<file path="config.mk">
export PLATFORM = sky130hd
export DESIGN_NAME = fixed_frame_checksum_parser
export DESIGN_NICKNAME = d
export VERILOG_FILES = /design/src/rtl/ffcp_pkg.sv /design/src/rtl/ffcp_front.sv /design/src/rtl/ffcp_queue.sv /design/src/rtl/ffcp_back.sv /design/src/rtl/fixed_frame_checksum_parser.sv
export SDC_FILE = /design/constraint.sdc
export NUM_CORES = 1
export LEC_CHECK = 0
export ABC_AREA = 1
export BUFFER_PORTS_ARGS = -buffer_cell sky130_fd_sc_hd__buf_4
export CAP_MARGIN = 20
export CORE_MARGIN = 2
export CORE_UTILIZATION = 45
export CTS_CLUSTER_SIZE = 20
export DETAILED_ROUTE_END_ITERATION = 12
export HOLD_SLACK_MARGIN = 0.05
export PLACE_DENSITY = 0.79
export SETUP_SLACK_MARGIN = 0.15
export SLEW_MARGIN = 20
export SYNTH_ARGS = -nofsm -noshare
export SYNTH_HDL_FRONTEND = slang
export SYNTH_SLANG_ARGS = --single-unit
</file>
<file path="constraint.sdc">
create_clock -name aclk -period 3.4 [get_ports aclk]
set_input_delay 0.17 -clock aclk [delete_from_list [all_inputs] [get_ports aclk]]
set_output_delay 0.17 -clock aclk [all_outputs]
set_load 0.01 [all_outputs]
</file>
<file path="src/rtl/ffcp_pkg.sv">
// Shared types and constants for the fixed-frame checksum parser.
package ffcp_pkg;

    localparam int unsigned BYTE_W = 8;
    localparam int unsigned COUNT_W = 4;
    localparam int unsigned STATUS_W = 2;
    localparam int unsigned PAYLOAD_LEN = 9;
    localparam int unsigned SHIFT_W = PAYLOAD_LEN * BYTE_W;
    localparam int unsigned FIRST_W = (PAYLOAD_LEN - 1) * BYTE_W;
    localparam int unsigned CFG_ADDR_W = 8;

    localparam int unsigned QUEUE_DEPTH = 2;
    localparam int unsigned QUEUE_PTR_W = $clog2(QUEUE_DEPTH);
    localparam int unsigned QUEUE_CNT_W = $clog2(QUEUE_DEPTH + 1);

    localparam logic [COUNT_W-1:0] SUM_POS = COUNT_W'(PAYLOAD_LEN);
    localparam logic [COUNT_W-1:0] TAIL_POS = COUNT_W'(PAYLOAD_LEN + 1);

    localparam logic [BYTE_W-1:0] HEADER_RESET = 8'hA5;
    localparam logic [BYTE_W-1:0] TAIL_RESET = 8'h5A;

    localparam logic [CFG_ADDR_W-1:0] REG_HEADER = 8'd0;
    localparam logic [CFG_ADDR_W-1:0] REG_TAIL = 8'd1;

    localparam logic [STATUS_W-1:0] STATUS_OK = 2'd0;
    localparam logic [STATUS_W-1:0] STATUS_BAD_TAIL = 2'd1;
    localparam logic [STATUS_W-1:0] STATUS_BAD_SUM = 2'd2;

    typedef enum logic {
        FS_HUNT,
        FS_FRAME
    } front_state_t;

    typedef enum logic [1:0] {
        KIND_PAYLOAD,
        KIND_SUM,
        KIND_TAIL
    } byte_kind_t;

    typedef struct packed {
        byte_kind_t        kind;
        logic [BYTE_W-1:0] data;
    } queue_entry_t;

    typedef struct packed {
        logic full;
        logic not_empty;
    } queue_status_t;

endpackage

</file>
<file path="src/rtl/ffcp_front.sv">
// Front end: hunts for the header and tags each frame byte by its position.
module ffcp_front
    import ffcp_pkg::*;
(
    input  logic                aclk,
    input  logic                aresetn,
    input  logic                s_valid,
    output logic                s_ready,
    input  logic [BYTE_W-1:0]   s_rx_byte,
    input  logic [BYTE_W-1:0]   header_byte,
    input  queue_status_t       q_status,
    output logic                push,
    output queue_entry_t        push_entry
);

    front_state_t         state_reg, state_next;
    logic [COUNT_W-1:0]   count_reg, count_next;
    logic                 accept;

    // While hunting, bytes are dropped or start a frame, so no queue space is needed.
    assign s_ready = (state_reg == FS_HUNT) || !q_status.full;
    assign accept  = s_valid && s_ready;

    always_ff @(posedge aclk) begin
        if (!aresetn) begin
            state_reg <= FS_HUNT;
            count_reg <= '0;
        end else begin
            state_reg <= state_next;
            count_reg <= count_next;
        end
    end

    always_comb begin
        state_next      = state_reg;
        count_next      = count_reg;
        push            = 1'b0;
        push_entry.kind = KIND_PAYLOAD;
        push_entry.data = s_rx_byte;
        if (accept) begin
            unique case (state_reg)
                FS_HUNT: begin
                    if (s_rx_byte == header_byte) begin
                        state_next = FS_FRAME;
                        count_next = '0;
                    end
                end
                FS_FRAME: begin
                    push = 1'b1;
                    if (count_reg < SUM_POS) begin
                        push_entry.kind = KIND_PAYLOAD;
                        count_next      = count_reg + 1'b1;
                    end else if (count_reg == SUM_POS) begin
                        push_entry.kind = KIND_SUM;
                        count_next      = TAIL_POS;
                    end else begin
                        // any later position closes the frame
                        push_entry.kind = KIND_TAIL;
                        state_next      = FS_HUNT;
                        count_next      = '0;
                    end
                end
                default: begin
                    state_next = FS_HUNT;
                end
            endcase
        end
    end

endmodule

</file>
<file path="src/rtl/ffcp_queue.sv">
// Short queue of tagged bytes between the front and back ends.
module ffcp_queue
    import ffcp_pkg::*;
(
    input  logic            aclk,
    input  logic            aresetn,
    input  logic            push,
    input  queue_entry_t    push_entry,
    input  logic            pop,
    output queue_entry_t    head_entry,
    output queue_status_t   q_status
);

    queue_entry_t              entry_mem [QUEUE_DEPTH];
    logic [QUEUE_PTR_W-1:0]    wr_ptr_reg;
    logic [QUEUE_PTR_W-1:0]    rd_ptr_reg;
    logic [QUEUE_CNT_W-1:0]    count_reg;
    logic                      do_push;
    logic                      do_pop;

    assign q_status.full      = (count_reg == QUEUE_CNT_W'(QUEUE_DEPTH));
    assign q_status.not_empty = (count_reg != '0);
    assign head_entry         = entry_mem[rd_ptr_reg];

    assign do_push = push && !q_status.full;
    assign do_pop  = pop && q_status.not_empty;

    always_ff @(posedge aclk) begin
        if (!aresetn) begin
            wr_ptr_reg <= '0;
            rd_ptr_reg <= '0;
            count_reg  <= '0;
        end else begin
            if (do_push) begin
                wr_ptr_reg <= wr_ptr_reg + 1'b1;
            end
            if (do_pop) begin
                rd_ptr_reg <= rd_ptr_reg + 1'b1;
            end
            if (do_push && !do_pop) begin
                count_reg <= count_reg + 1'b1;
            end else if (do_pop && !do_push) begin
                count_reg <= count_reg - 1'b1;
            end
        end
    end

    always_ff @(posedge aclk) begin
        if (do_push) begin
            entry_mem[wr_ptr_reg] <= push_entry;
        end
    end

endmodule

</file>
<file path="src/rtl/ffcp_back.sv">
// Back end: collects payload, sums it, checks sum and tail, holds the result.
module ffcp_back
    import ffcp_pkg::*;
(
    input  logic                  aclk,
    input  logic                  aresetn,
    input  queue_status_t         q_status,
    input  queue_entry_t          head_entry,
    output logic                  pop,
    input  logic [BYTE_W-1:0]     tail_byte,
    output logic                  m_valid,
    input  logic                  m_ready,
    output logic [STATUS_W-1:0]   m_frame_status,
    output logic [FIRST_W-1:0]    m_payload_first_eight,
    output logic [BYTE_W-1:0]     m_payload_ninth
);

    logic                   m_valid_reg;
    logic [BYTE_W-1:0]      sum_reg;
    logic [BYTE_W-1:0]      rx_sum_reg;
    logic [SHIFT_W-1:0]     shift_reg;
    logic [STATUS_W-1:0]    status_reg, status_next;
    logic [FIRST_W-1:0]     first_reg;
    logic [BYTE_W-1:0]      ninth_reg;
    logic                   is_tail;

    assign is_tail = (head_entry.kind == KIND_TAIL);
    // A tail needs a free output slot; other bytes always drain.
    assign pop = q_status.not_empty && (!is_tail || !m_valid_reg || m_ready);

    always_comb begin
        priority if (head_entry.data != tail_byte) begin
            status_next = STATUS_BAD_TAIL;
        end else if (rx_sum_reg != sum_reg) begin
            status_next = STATUS_BAD_SUM;
        end else begin
            status_next = STATUS_OK;
        end
    end

    always_ff @(posedge aclk) begin
        if (!aresetn) begin
            m_valid_reg <= 1'b0;
            sum_reg     <= '0;
        end else begin
            if (pop && is_tail) begin
                m_valid_reg <= 1'b1;
            end else if (m_valid_reg && m_ready) begin
                m_valid_reg <= 1'b0;
            end
            if (pop) begin
                unique case (head_entry.kind)
                    KIND_PAYLOAD: sum_reg <= sum_reg + head_entry.data;
                    KIND_TAIL:    sum_reg <= '0;
                    default: ;
                endcase
            end
        end
    end

    always_ff @(posedge aclk) begin
        if (pop) begin
            unique case (head_entry.kind)
                KIND_PAYLOAD: shift_reg <= {shift_reg[SHIFT_W-BYTE_W-1:0], head_entry.data};
                KIND_SUM:     rx_sum_reg <= head_entry.data;
                KIND_TAIL: begin
                    status_reg <= status_next;
                    first_reg  <= shift_reg[SHIFT_W-1:BYTE_W];
                    ninth_reg  <= shift_reg[BYTE_W-1:0];
                end
                default: ;
            endcase
        end
    end

    assign m_valid               = m_valid_reg;
    assign m_frame_status        = status_reg;
    assign m_payload_first_eight = first_reg;
    assign m_payload_ninth       = ninth_reg;

endmodule

</file>
<file path="src/rtl/fixed_frame_checksum_parser.sv">
// Top level of the fixed-frame checksum parser.
//
//  Channel  Direction  Handshake            Payload
//  s_       in         s_valid / s_ready    s_rx_byte
//  m_       out        m_valid / m_ready    m_frame_status, m_payload_first_eight,
//                                           m_payload_ninth
//  cfg_     in         cfg_valid/cfg_ready  cfg_index, cfg_data
//
// One byte per cycle while s_ready is high. A frame byte is tagged by the front end and reaches
// the back end through a two-entry queue; m_valid is registered when the back end pops the tail.
// Synchronous active-low reset restores the header and tail values and clears all control
// state. A stalled result blocks only the tail of the next frame; payload keeps draining,
// and input stalls once the queue fills. Configuration writes are taken every cycle.
module fixed_frame_checksum_parser
    import ffcp_pkg::*;
(
    input  logic                    aclk,
    input  logic                    aresetn,
    input  logic                    s_valid,
    output logic                    s_ready,
    input  logic [BYTE_W-1:0]       s_rx_byte,
    output logic                    m_valid,
    input  logic                    m_ready,
    output logic [STATUS_W-1:0]     m_frame_status,
    output logic [FIRST_W-1:0]      m_payload_first_eight,
    output logic [BYTE_W-1:0]       m_payload_ninth,
    input  logic                    cfg_valid,
    output logic                    cfg_ready,
    input  logic [CFG_ADDR_W-1:0]   cfg_index,
    input  logic [BYTE_W-1:0]       cfg_data
);

    logic [BYTE_W-1:0]  header_byte_reg;
    logic [BYTE_W-1:0]  tail_byte_reg;
    logic               push;
    logic               pop;
    queue_entry_t       push_entry;
    queue_entry_t       head_entry;
    queue_status_t      q_status;

    assign cfg_ready = 1'b1;

    // Drop writes to unknown indexes.
    always_ff @(posedge aclk) begin
        if (!aresetn) begin
            header_byte_reg <= HEADER_RESET;
            tail_byte_reg   <= TAIL_RESET;
        end else if (cfg_valid && cfg_ready) begin
            if (cfg_index == REG_HEADER) begin
                header_byte_reg <= cfg_data;
            end else if (cfg_index == REG_TAIL) begin
                tail_byte_reg <= cfg_data;
            end
        end
    end

    ffcp_front u_front (
        .aclk        (aclk),
        .aresetn     (aresetn),
        .s_valid     (s_valid),
        .s_ready     (s_ready),
        .s_rx_byte   (s_rx_byte),
        .header_byte (header_byte_reg),
        .q_status    (q_status),
        .push        (push),
        .push_entry  (push_entry)
    );

    ffcp_queue u_queue (
        .aclk       (aclk),
        .aresetn    (aresetn),
        .push       (push),
        .push_entry (push_entry),
        .pop        (pop),
        .head_entry (head_entry),
        .q_status   (q_status)
    );

    ffcp_back u_back (
        .aclk                  (aclk),
        .aresetn               (aresetn),
        .q_status              (q_status),
        .head_entry            (head_entry),
        .pop                   (pop),
        .tail_byte             (tail_byte_reg),
        .m_valid               (m_valid),
        .m_ready               (m_ready),
        .m_frame_status        (m_frame_status),
        .m_payload_first_eight (m_payload_first_eight),
        .m_payload_ninth       (m_payload_ninth)
    );

endmodule

</file>
==> results of run 1 <==
[worst max-delay path, delay by kind of cell, from the launching register on]
kind,cells,cell delay [ns]
buf+inv,4,1.00
flops,1,0.61
simple gates,5,0.56
[final cells by class]
cell class | count | share of cell area, %
Clock buffer | 27 | 6.020
Clock inverter | 9 | 0.6365
Inverter | 38 | 1.525
Multi-Input combinational cell | 264 | 14.45
Sequential cell | 209 | 62.80
Tap cell | 220 | 2.917
Timing Repair Buffer | 134 | 11.64
[routing by layer]
metal	track usage, %	vias to the layer above	share of wire [%]	wire [µm]
li1	-	2101	-	-
met1	18.37	2082	43	5638
met2	26.80	168	50	6597
met3	3.180	26	5.8	774
met4	4.122	0	1.9	249
met5	0	-	0	0
[cells by family after synthesis]
| kind of cell | share of synthesized area (%) |
|---|---|
| flip-flops | 79.36 |
| AND/OR/NAND/NOR | 10.32 |
| AO/OA/AOI/OAI | 3.200 |
| buffers and inverters | 2.379 |
| XOR/XNOR | 2.580 |
| adder cells (fa/ha/maj) | 2.111 |
| other | 0.05022 |
[what timing repair did]
action / in CTS / in global routing
buffers inserted: 0 / 0
hold endpoints to repair: 35 / 0
hold buffers: 27 / 0
setup endpoints to repair: 0 / 0
[worst paths after layout]
| check | to | from | depth (start not counted) |
|---|---|---|---|
| setup reg to reg | u_back.m_payload_first_eight[39] | flip-flop | 9 |
| hold reg to reg | u_back.m_payload_first_eight[56] | u_back.shift_reg[64] | 0 |
| hold / removal | header_byte_reg[3] | cfg_valid | 3 |
| setup / recovery | u_back.m_payload_first_eight[39] | flip-flop | 9 |
[power by group through the flow]
stage / logic (µW) / registers, µW / clock network, µW
6_report: 1090 / 3890 / 2090
5_1_grt: 1210 / 3950 / 2240
3_5_place_dp: 1080 / 3940 / 0
3_3_place_gp: 1020 / 3890 / 0
4_1_cts: 1100 / 3890 / 2140
2_1_floorplan: 667 / 3890 / 0
[cell usage after synthesis (2+ instances only)]
cell,n,area (µm²)
a21oi_1,27,135.1
clkbuf_1,3,11.26
dfxtp_1,35,700.7
edfxtp_1,174,5225
ha_1,11,137.6
inv_1,36,135.1
inv_2,2,7.510
nand2_1,112,420.4
nand2_4,2,22.52
nand3_1,22,110.1
nand3b_1,3,22.52
nand4_1,2,12.51
nor2_1,35,131.4
nor3_1,4,20.02
o211ai_1,2,15.01
o21ai_0,16,80.08
or2_2,2,12.51
xnor2_1,20,175.2
xor2_1,2,17.52
[metrics by stage]
step / setup slack [ns] / hold WS, ns / total power, µW
floorplan: 0.2257 / 0.2689 / 4556
global placement: 0.9750 / 0.3799 / 4906
detailed placement: 0.8708 / 0.3852 / 5016
CTS: 0.8551 / 0.1557 / 7127
global route: 0.6594 / 0.2021 / 7402
finish: 0.8669 / 0.2004 / 7069
==> impl_results.md, run 1 <==
* Status: complete, no violations
* Post-DR wirelength/cell at 14.72 µm
* Antenna-violating nets left at 0
* Flop-to-flop setup slack at approximately 0.87 ns
* HPWL after detailed placement at ~8.7 mm
* Nets at 709
* Most frequent cells in the layout: 174 x edfxtp_1, 112 x nand2_1, 105 x buf_4
* Remaining DRCs at 0
* Vias at between 4000 and 5000
* Layout cell share with drive strength beyond 1 at a little over a fifth
* Die area at 17640 µm²
* Clk sink count at 209
* GRT Overall Usage at between 10 and 15%
* Netlist cell types at 26
* RSZ-0062 raised after global routing: no
* Net Switching at between 1500 and 2000 µW
* Hold Vio Cnt, Final at 0
* Worst slew pin tran at ~0.8 ns
* Setup Crit Path Kind: reg -> reg
* Clock insertion delay at the later pin of the skew report at 0.49 ns
* Final WL at about 13 mm
* Clk slew on worst S/H paths at roughly 0.060 ns
* IO Pins at between 100 and 150
* Rows at between 40 and 50
* Worst EP required at roughly 3.6 ns
* First-pass GRT wire length at between 20 and 25 mm
* Critical path's largest stage delay at just over 0.6 ns
* CP most frequent cell: nand2_1
* Starting Density at 45.51%
* FF+latch count, synth at 209
* Dpl cells at 838
* Commonest non-fill, non-tap cell in the layout: edfxtp_1
* Crit path capture type: flip-flop
* Antenna violations before repair at 0
* Length of the first detailed-routing pass in iterations at 5
* Combinational share of power at 15.5%
* Final critical-path required period at 2.533 ns
* Fillers at 1242
* Synth async-reset ratio at 0%
* Cells after Synth at 517
* Clock power share at between 20 and 30%
* Core box area at between 15000 and 20000 µm²
* ANT cells at 0
* Root Driver: clkbuf_16
* Design Area, Final at roughly 9400 µm²
* Setup violations, final at 0
* Final core utilization at 57.51%
* Ys flop type: edfxtp_1
* Multi-input gate area at 1364 µm²
* Slew headroom at 45.68%
* CTS tree: done
* Iteration-0 DRC Markers at 274
* Synthesized cell area at 7467 µm²
* TNS Setup at 0 ns
* Hold Path Class: in -> reg
* Port bufs at around 100
* Yosys warnings at 0
* Cell Chain, Critical Path: inv_2, nand2_1, nand2_1, nand3_1, nand2_1, inv_2, nand3_1, clkinv_2, buf_12
* PD cells at 749.2 nW/µm²
* FF/Latch Area at around 5900 µm²
* CP max stage cell: dfxtp_1
* Gpl congestion at between 0.7 and 0.8
* Largest net degree at the start of global routing at 80
* Final Instance Count excl. Fillers at roughly 900
* Vias in the first global route at between 4000 and 5000
* Period utilization at about 75%
* Int Power at approximately 5200 µW
* Post-synthesis sequential area ratio at 79.36%
* H-tree Lvls at 1
* Fmax achieved at between 0.3 and 0.4 GHz
* Slew Limit Fails at 0
* Crit path launch type: flip-flop
* Syn nets at 558
* Worst Skew at 0.009710 ns
* Via density per instance at between 4 and 5
* Critical path peak fanout at 48
* Congestion Overflow GR at 0
* Lkg Pwr at around 0.0036 µW
* Longest Clk Path Bufs at 3
* Crit path arrival time at 2.70 ns
* Post-synth EDFFs at 174
* Flop pwr share at 55.0%
* Mapped Avg Cell Area at between 10 and 15 µm²
* Worst VDD drop at 361.3 µV
* Switching share of power at between 20% and 30%
* Post-CTS resize count at 0
* Num CTS Buffers at 21
* Post-placement cell area at roughly 8500 µm²
* Die X at around 130 µm
* Max FFs per register at roughly 70
* Area growth from synthesis to layout at 26.36%
* Die Y at roughly 130 µm
* Max cap viols at 0
Note: power is estimated with default switching activity, not from simulation.
==> run 2, diff against run 1 <==
--- a/config.mk
+++ b/config.mk
@@ -13,7 +13,7 @@
 export CTS_CLUSTER_SIZE = 20
 export DETAILED_ROUTE_END_ITERATION = 12
 export HOLD_SLACK_MARGIN = 0.05
-export PLACE_DENSITY = 0.79
+export PLACE_DENSITY = 0.76
 export SETUP_SLACK_MARGIN = 0.15
 export SLEW_MARGIN = 20
 export SYNTH_ARGS = -nofsm -noshare
==> constraint.sdc (replaced) <==
create_clock -name aclk -period 2.4 [get_ports aclk]
set_input_delay 0.12 -clock aclk [delete_from_list [all_inputs] [get_ports aclk]]
set_output_delay 0.12 -clock aclk [all_outputs]
set_load 0.01 [all_outputs]
==> impl_results.md, run 2 (synthesized netlist as in run 1, its figures left out) <==
* Crit path arrival time at 2.49 ns (-0.21 ns)
* Largest net degree at the start of global routing at 80 (unchanged)
* Switching share of power at 25.02% (-1.1 points)
* IO Pins at 106 (unchanged)
* Net Switching at 2626 µW (+42%)
* First-pass GRT wire length at 21.04 mm (-1.6%)
* Critical path peak fanout at 9 (-81%)
* Critical path's largest stage delay at 0.40 ns (-0.21 ns)
* HPWL after detailed placement at 8.716 mm (+0.19%)
* Int Power at 7871 µW (+51%)
* Cell Chain, Critical Path: inv_2, nand2_1, nand2_1, ha_1, fa_1, nand2_1, a21oi_1, nand2_1, nand2_1, nand2_1, nand3_1, a21oi_1
* Clock insertion delay at the later pin of the skew report at 0.49 ns (about the same)
* Hold Vio Cnt, Final at 0 (unchanged)
* Core box area at 16410 µm² (unchanged)
* Top Metal Used: met4
* Status: complete, no violations
* Remaining DRCs at 0 (unchanged)
* Metal2 WL at 6.517 mm (-1.2%)
* Post-DR wirelength/cell at 14.63 µm (-0.55%)
* Fillers at 1212 (-2.4%)
* Max FFs per register at 72 (unchanged)
* Congestion Overflow GR at 0 (unchanged)
* Hold slack at 0.1107 ns (-0.08968 ns)
* Rows at 47 (unchanged)
* Die X at 132.8 µm (unchanged)
* Setup Crit Path Kind: reg -> reg
* Longest Clk Path Bufs at 3 (unchanged)
* Root Driver: clkbuf_16
* Length of the first detailed-routing pass in iterations at 4 (-1)
* Nets at 715 (+0.85%)
* Iteration-0 DRC Markers at 240 (-12%)
* Max cap viols at 0 (unchanged)
* Die Y at 132.8 µm (unchanged)
* GRT Overall Usage at 14.67% (-0.28 points)
* CP most frequent cell: nand2_1
* WHS Endpoint: header_byte_reg[1]
* Vias at 4362 (-0.34%)
* Lkg Pwr at 0.003695 µW (+2.5%)
* RSZ-0062 raised after global routing: no
* Setup violations, final at 0 (unchanged)
* Period utilization at 86.60% (+12 points)
* Most frequent cells in the layout: 174 x edfxtp_1, 111 x nand2_1, 110 x buf_4
* Flop pwr share at 52.4% (-2.6 points)
* Flop-to-flop setup slack at 0.32 ns (-0.55 ns)
* PD cells at 1090 nW/µm² (+46%)
* Die area at 17640 µm² (unchanged)
* Gpl congestion at 0.8397 (+5.3%)
* Clock power share at 32.4% (+2.9 points)
* Slew Limit Fails at 0 (unchanged)
* Top Family by Delay on Critical Path: adder cells
* Commonest non-fill, non-tap cell in the layout: edfxtp_1
* Fmax achieved at 0.4811 GHz (+22%)
* Port bufs at 104 (unchanged)
* Post-CTS resize count at 0 (unchanged)
* ANT cells at 0 (unchanged)
* Combinational share of power at 15.2% (-0.3 points)
* Hold path cells at 3 (unchanged)
* Met1 wire length at 5.772 mm (+2.4%)
* CP max stage cell: dfxtp_4
* Final critical-path required period at 2.078 ns (-0.4546 ns)
* Via density per instance at 4.799 (-1.2%)
* Area growth from synthesis to layout at 28.92%
* Worst r2r dst: u_back.sum_reg[6]
* Crit path launch type: flip-flop
* Layout cell share with drive strength beyond 1 at 22.93% (+1.3 points)
* Worst EP required at 2.81 ns (-0.76 ns)
* Starting Density at 45.51% (unchanged)
* Worst Skew at 0.01227 ns (+0.002561 ns)
* Buf/Inv on CP at 1 (-3)
* Metal3 WL at 711 µm (-8.1%)
* Clk sink count at 209 (unchanged)
* Antenna violations before repair at 0 (unchanged)
* TNS Setup at 0 ns (unchanged)
* Hold Startpoint: cfg_valid
* Hold Path Class: in -> reg
* Clk slew on worst S/H paths at 0.06 ns (about the same)
* CTS tree: done
* Worst VDD drop at 512.1 µV (+42%)
* Final WL at 13.30 mm (+0.33%)
* Worst-case reg-to-reg path depth at 12 (+3)
* Crit path capture type: flip-flop
* Vias in the first global route at 4350 (-1.4%)
* H-tree Lvls at 1 (unchanged)
* Num CTS Buffers at 21 (unchanged)
* Antenna-violating nets left at 0 (unchanged)
## run 2: changes by cell type in the layout (fill, tap and decap cells not counted), moves of 2 or more
| cell | before | now |
|---|---|---|
| bufinv_16 | 0 | 3 |
| clkbuf_8 | 2 | 6 |
| clkinv_2 | 5 | 2 |
| buf_12 | 2 | 4 |
| buf_4 | 105 | 110 |
## run 2: worst max-delay path by stage
stage,depth (start not counted),slack [ns],end,start
global placement,9,0.39,u_back.m_payload_ninth[4],flip-flop
CTS,12,0.28,u_back.sum_reg[6],flip-flop
floorplan,4,-0.69,u_back.shift_reg[0],flip-flop
finish,12,0.32,u_back.sum_reg[6],flip-flop
detailed placement,12,0.32,u_back.sum_reg[6],flip-flop
global route,12,0.18,u_back.sum_reg[6],flip-flop
## run 2: power groups by stage
stage               clock, µW  combinational [µW]  sequential, µW
detailed placement          0                1540            5590
finish                   3400                1600            5500
floorplan                   0                 953            5510
global placement            0                1480            5520
global route             3580                1780            5590
CTS                      3460                1570            5520
## run 2: area by class of cell
type | count | area (µm²) | area share [%]
sequential | 209 | 5929 | 61.59
tap | 220 | 275.3 | 2.859
clock buffer | 31 | 623.1 | 6.473
clock inverter | 7 | 112.6 | 1.170
timing repair buffer | 140 | 1166 | 12.11
multi-input combinational | 264 | 1374 | 14.27
inverter | 38 | 146.4 | 1.521
## run 2: routing by layer
| layer | track usage [%] | vias to the layer above |
|---|---|---|
| li1 | - | 2110 |
| met5 | 0 | - |
| met1 | 18.71 | 2067 |
| met2 | 25.39 | 150 |
| met3 | 2.950 | 35 |
| met4 | 4.600 | 0 |
## run 2: timing repair
action | CTS | global route
hold buffers | 26 | 0
endpoints found under the setup margin | 0 | 1
hold endpoints to repair | 41 | 0
setup buffers | 0 | 3
## run 2: worst reg2reg max path, stage by stage (launching register included)
cell     delay (ns)
dfxtp_4        0.40
inv_2          0.10
nand2_1        0.07
nand2_1        0.10
ha_1           0.25
fa_1           0.39
nand2_1        0.10
a21oi_1        0.10
nand2_1        0.10
nand2_1        0.07
nand2_1        0.08
nand3_1        0.08
a21oi_1        0.17
## run 2: stage by stage
step	util, %	instances	setup slack (ns)	total power, µW	instance area, µm²
after global placement	52.47	842	0.3879	7002	8608
after floorplan	-	517	-0.6868	6465	7485
final	58.67	909	0.3215	10500	9627
after CTS	58.54	906	0.2816	10550	9604
after detailed placement	52.47	842	0.3209	7132	8608
after global routing	58.67	909	0.1797	10950	9627
==> run 3, diff against run 2 <==
--- a/config.mk
+++ b/config.mk
@@ -9,11 +9,11 @@
 export BUFFER_PORTS_ARGS = -buffer_cell sky130_fd_sc_hd__buf_4
 export CAP_MARGIN = 20
 export CORE_MARGIN = 2
-export CORE_UTILIZATION = 45
+export CORE_UTILIZATION = 30
 export CTS_CLUSTER_SIZE = 20
 export DETAILED_ROUTE_END_ITERATION = 12
 export HOLD_SLACK_MARGIN = 0.05
-export PLACE_DENSITY = 0.76
+export PLACE_DENSITY = 0.58
 export SETUP_SLACK_MARGIN = 0.15
 export SLEW_MARGIN = 20
 export SYNTH_ARGS = -nofsm -noshare
==> impl_results.md, run 3 (synthesized netlist as in run 1, its figures left out) <==
* Vias in the first global route at 4087 (-6.0%)
* Clock insertion delay at the later pin of the skew report at 0.51 ns (+0.02 ns)
* Longest Clk Path Bufs at 3 (unchanged)
* Die X at 161.8 µm (+22%)
* Design Power at 10660 µW (+1.6%)
* Critical path peak fanout at 12 (+3)
* Final critical-path required period at 2.047 ns (-0.03101 ns)
* Max cap viols at 0 (unchanged)
* HPWL after detailed placement at 8.934 mm (+2.5%)
* Critical path's largest stage delay at 0.44 ns (+0.04 ns)
* Cell Chain, Critical Path: inv_2, nand2_1, nand2_1, ha_1, fa_1, or2_2, nand2_1, a21oi_1, nand3_1, a21oi_1
* Hold Path Class: in -> reg
* Core box area at 24390 µm² (+49%)
* PD cells at 1087 nW/µm² (-0.33%)
* Slew headroom at 65.46%
* Fin worst setup slack at 0.3525 ns (+0.03101 ns)
* Post-DR wirelength/cell at 13.11 µm (-10%)
* Status: complete, no violations
* Length of the first detailed-routing pass in iterations at 4 (unchanged)
* Layout cell share with drive strength beyond 1 at 23.27% (+0.33 points)
* Antenna violations before repair at 0 (unchanged)
* Commonest non-fill, non-tap cell in the layout: edfxtp_1
* Gpl congestion at 0.7782 (-7.3%)
* Crit path arrival time at 2.43 ns (-0.06 ns)
* Via density per instance at 4.168 (-13%)
* Setup violations, final at 0 (unchanged)
* CP most frequent cell: nand2_1
* Top Metal Used: met4
* Dpl ws at 0.3420 ns (+0.02114 ns)
* Metal2 WL at 5.927 mm (-9.1%)
* Hold Vio Cnt, Final at 0 (unchanged)
* Lkg Pwr at 0.003713 µW (+0.49%)
* H-tree Lvls at 1 (unchanged)
* Largest net degree at the start of global routing at 47 (-41%)
* Nets at 717 (+0.28%)
* Final WL at 13.32 mm (+0.13%)
* Root Driver: clkbuf_16
* Crit path capture type: flip-flop
* RSZ-0062 raised after global routing: no
* Clk sink count at 209 (unchanged)
* Starting Density at 30.61% (-15 points)
* Worst EP required at 2.78 ns (-0.03 ns)
* Area growth from synthesis to layout at 31.37%
* Rows at 57 (+21%)
* Metal3 WL at 764 µm (+7.5%)
* Fmax achieved at 0.4884 GHz (+1.5%)
* CP max stage cell: dfxtp_4
* Clk slew on worst S/H paths at 0.07 ns (about the same)
* Worst Skew at 0.02623 ns (+0.01396 ns)
* First-pass GRT wire length at 20.93 mm (-0.53%)
* IO Pins at 106 (unchanged)
* Antenna-violating nets left at 0 (unchanged)
* Worst slew pin tran at just over 0.5 ns
* Vias at 4235 (-2.9%)
* Iteration-0 DRC Markers at 191 (-20%)
* CTS tree: done
* Die Y at 161.8 µm (+22%)
* ANT cells at 0 (unchanged)
* Slew Limit Fails at 0 (unchanged)
* Port bufs at 104 (unchanged)
* Fillers at 2264 (+87%)
* Setup Crit Path Kind: reg -> reg
* Met1 wire length at 6.421 mm (+11%)
* Crit path launch type: flip-flop
* Num CTS Buffers at 22 (+4.8%)
* Die area at 26170 µm² (+48%)
* GRT Overall Usage at 9.953% (-4.7 points)
* Period utilization at 85.31% (-1.3 points)
* Remaining DRCs at 0 (unchanged)
* Congestion Overflow GR at 0 (unchanged)
* Max FFs per register at 72 (unchanged)
* Most frequent cells in the layout: 174 x edfxtp_1, 111 x nand2_1, 111 x buf_4
* Worst VDD drop at 398.8 µV (-22%)
run 3: changes by cell type in the layout (fill, tap and decap cells not counted), sizes merged:
| cell | before | now |
|---|---|---|
| clkinv | 3 | 7 |
| clkinvlp | 1 | 3 |
| inv | 38 | 37 |
| clkbuf | 31 | 27 |
| bufinv | 3 | 4 |
| buf | 114 | 115 |
run 3: stage by stage:
stage               utilization [%]  TNS [ns]  cells  instance area, µm²  hold slack, ns
CTS                           40.22         0   1016                9809          0.1004
global placement              35.95         0    950                8768          0.3298
global route                  40.22         0   1016                9809          0.1145
detailed placement            35.95         0    950                8768          0.3308
floorplan                         -    -61.37    517                7485          0.2189
finish                        40.22         0   1016                9809          0.1201
run 3: final cells by class:
type                    instances  area (µm²)  area share [%]
inverters                      38       146.4           1.492
well taps                     324       405.4           4.133
repair buffers                141        1174           11.96
multi-input cells             264        1374           14.01
flip-flops and latches        209        5929           60.45
clock buffers                  27       599.3           6.110
clock inverters                13       181.4           1.849
run 3: repair_timing:
item / 4_1_cts / 5_1_grt
endpoints found under the hold margin: 41 / 0
resized for setup: 0 / 0
hold buffers: 26 / 0
setup buffers: 0 / 0
run 3: critical path, delay by kind of cell, from the launching register on:
| kind | cells | cell delay, ns |
|---|---|---|
| AOI/OAI and AO/OA | 2 | 0.10 |
| adders and majority gates | 2 | 0.64 |
| buffers and inverters | 1 | 0.11 |
| DFF | 1 | 0.44 |
| and+or+nand+nor | 5 | 0.65 |
run 3: path summary, 6_finish.rpt:
check | start | to | slack, ns | cells past startpoint
setup / recovery | flip-flop | u_back.sum_reg[2] | 0.35 | 10
setup reg to reg | flip-flop | u_back.sum_reg[2] | 0.35 | 10
hold reg to reg | u_back.shift_reg[64] | u_back.m_payload_first_eight[56] | 0.42 | 0
hold / removal | cfg_valid | header_byte_reg[3] | 0.12 | 3
run 3: metal layers:
metal,vias up,global-route usage [%]
met5,-,0
met4,0,2.695
met3,16,2.298
met2,127,16.03
met1,1963,13.58
li1,2129,-
run 3: report_power, final:
group / switching [µW] / leakage, µW / internal [µW]
clock network: 1350 / 0.000375 / 2210
logic: 954 / 0.00146 / 665
registers: 367 / 0.00188 / 5110
total: 2670 / 0.00371 / 7990
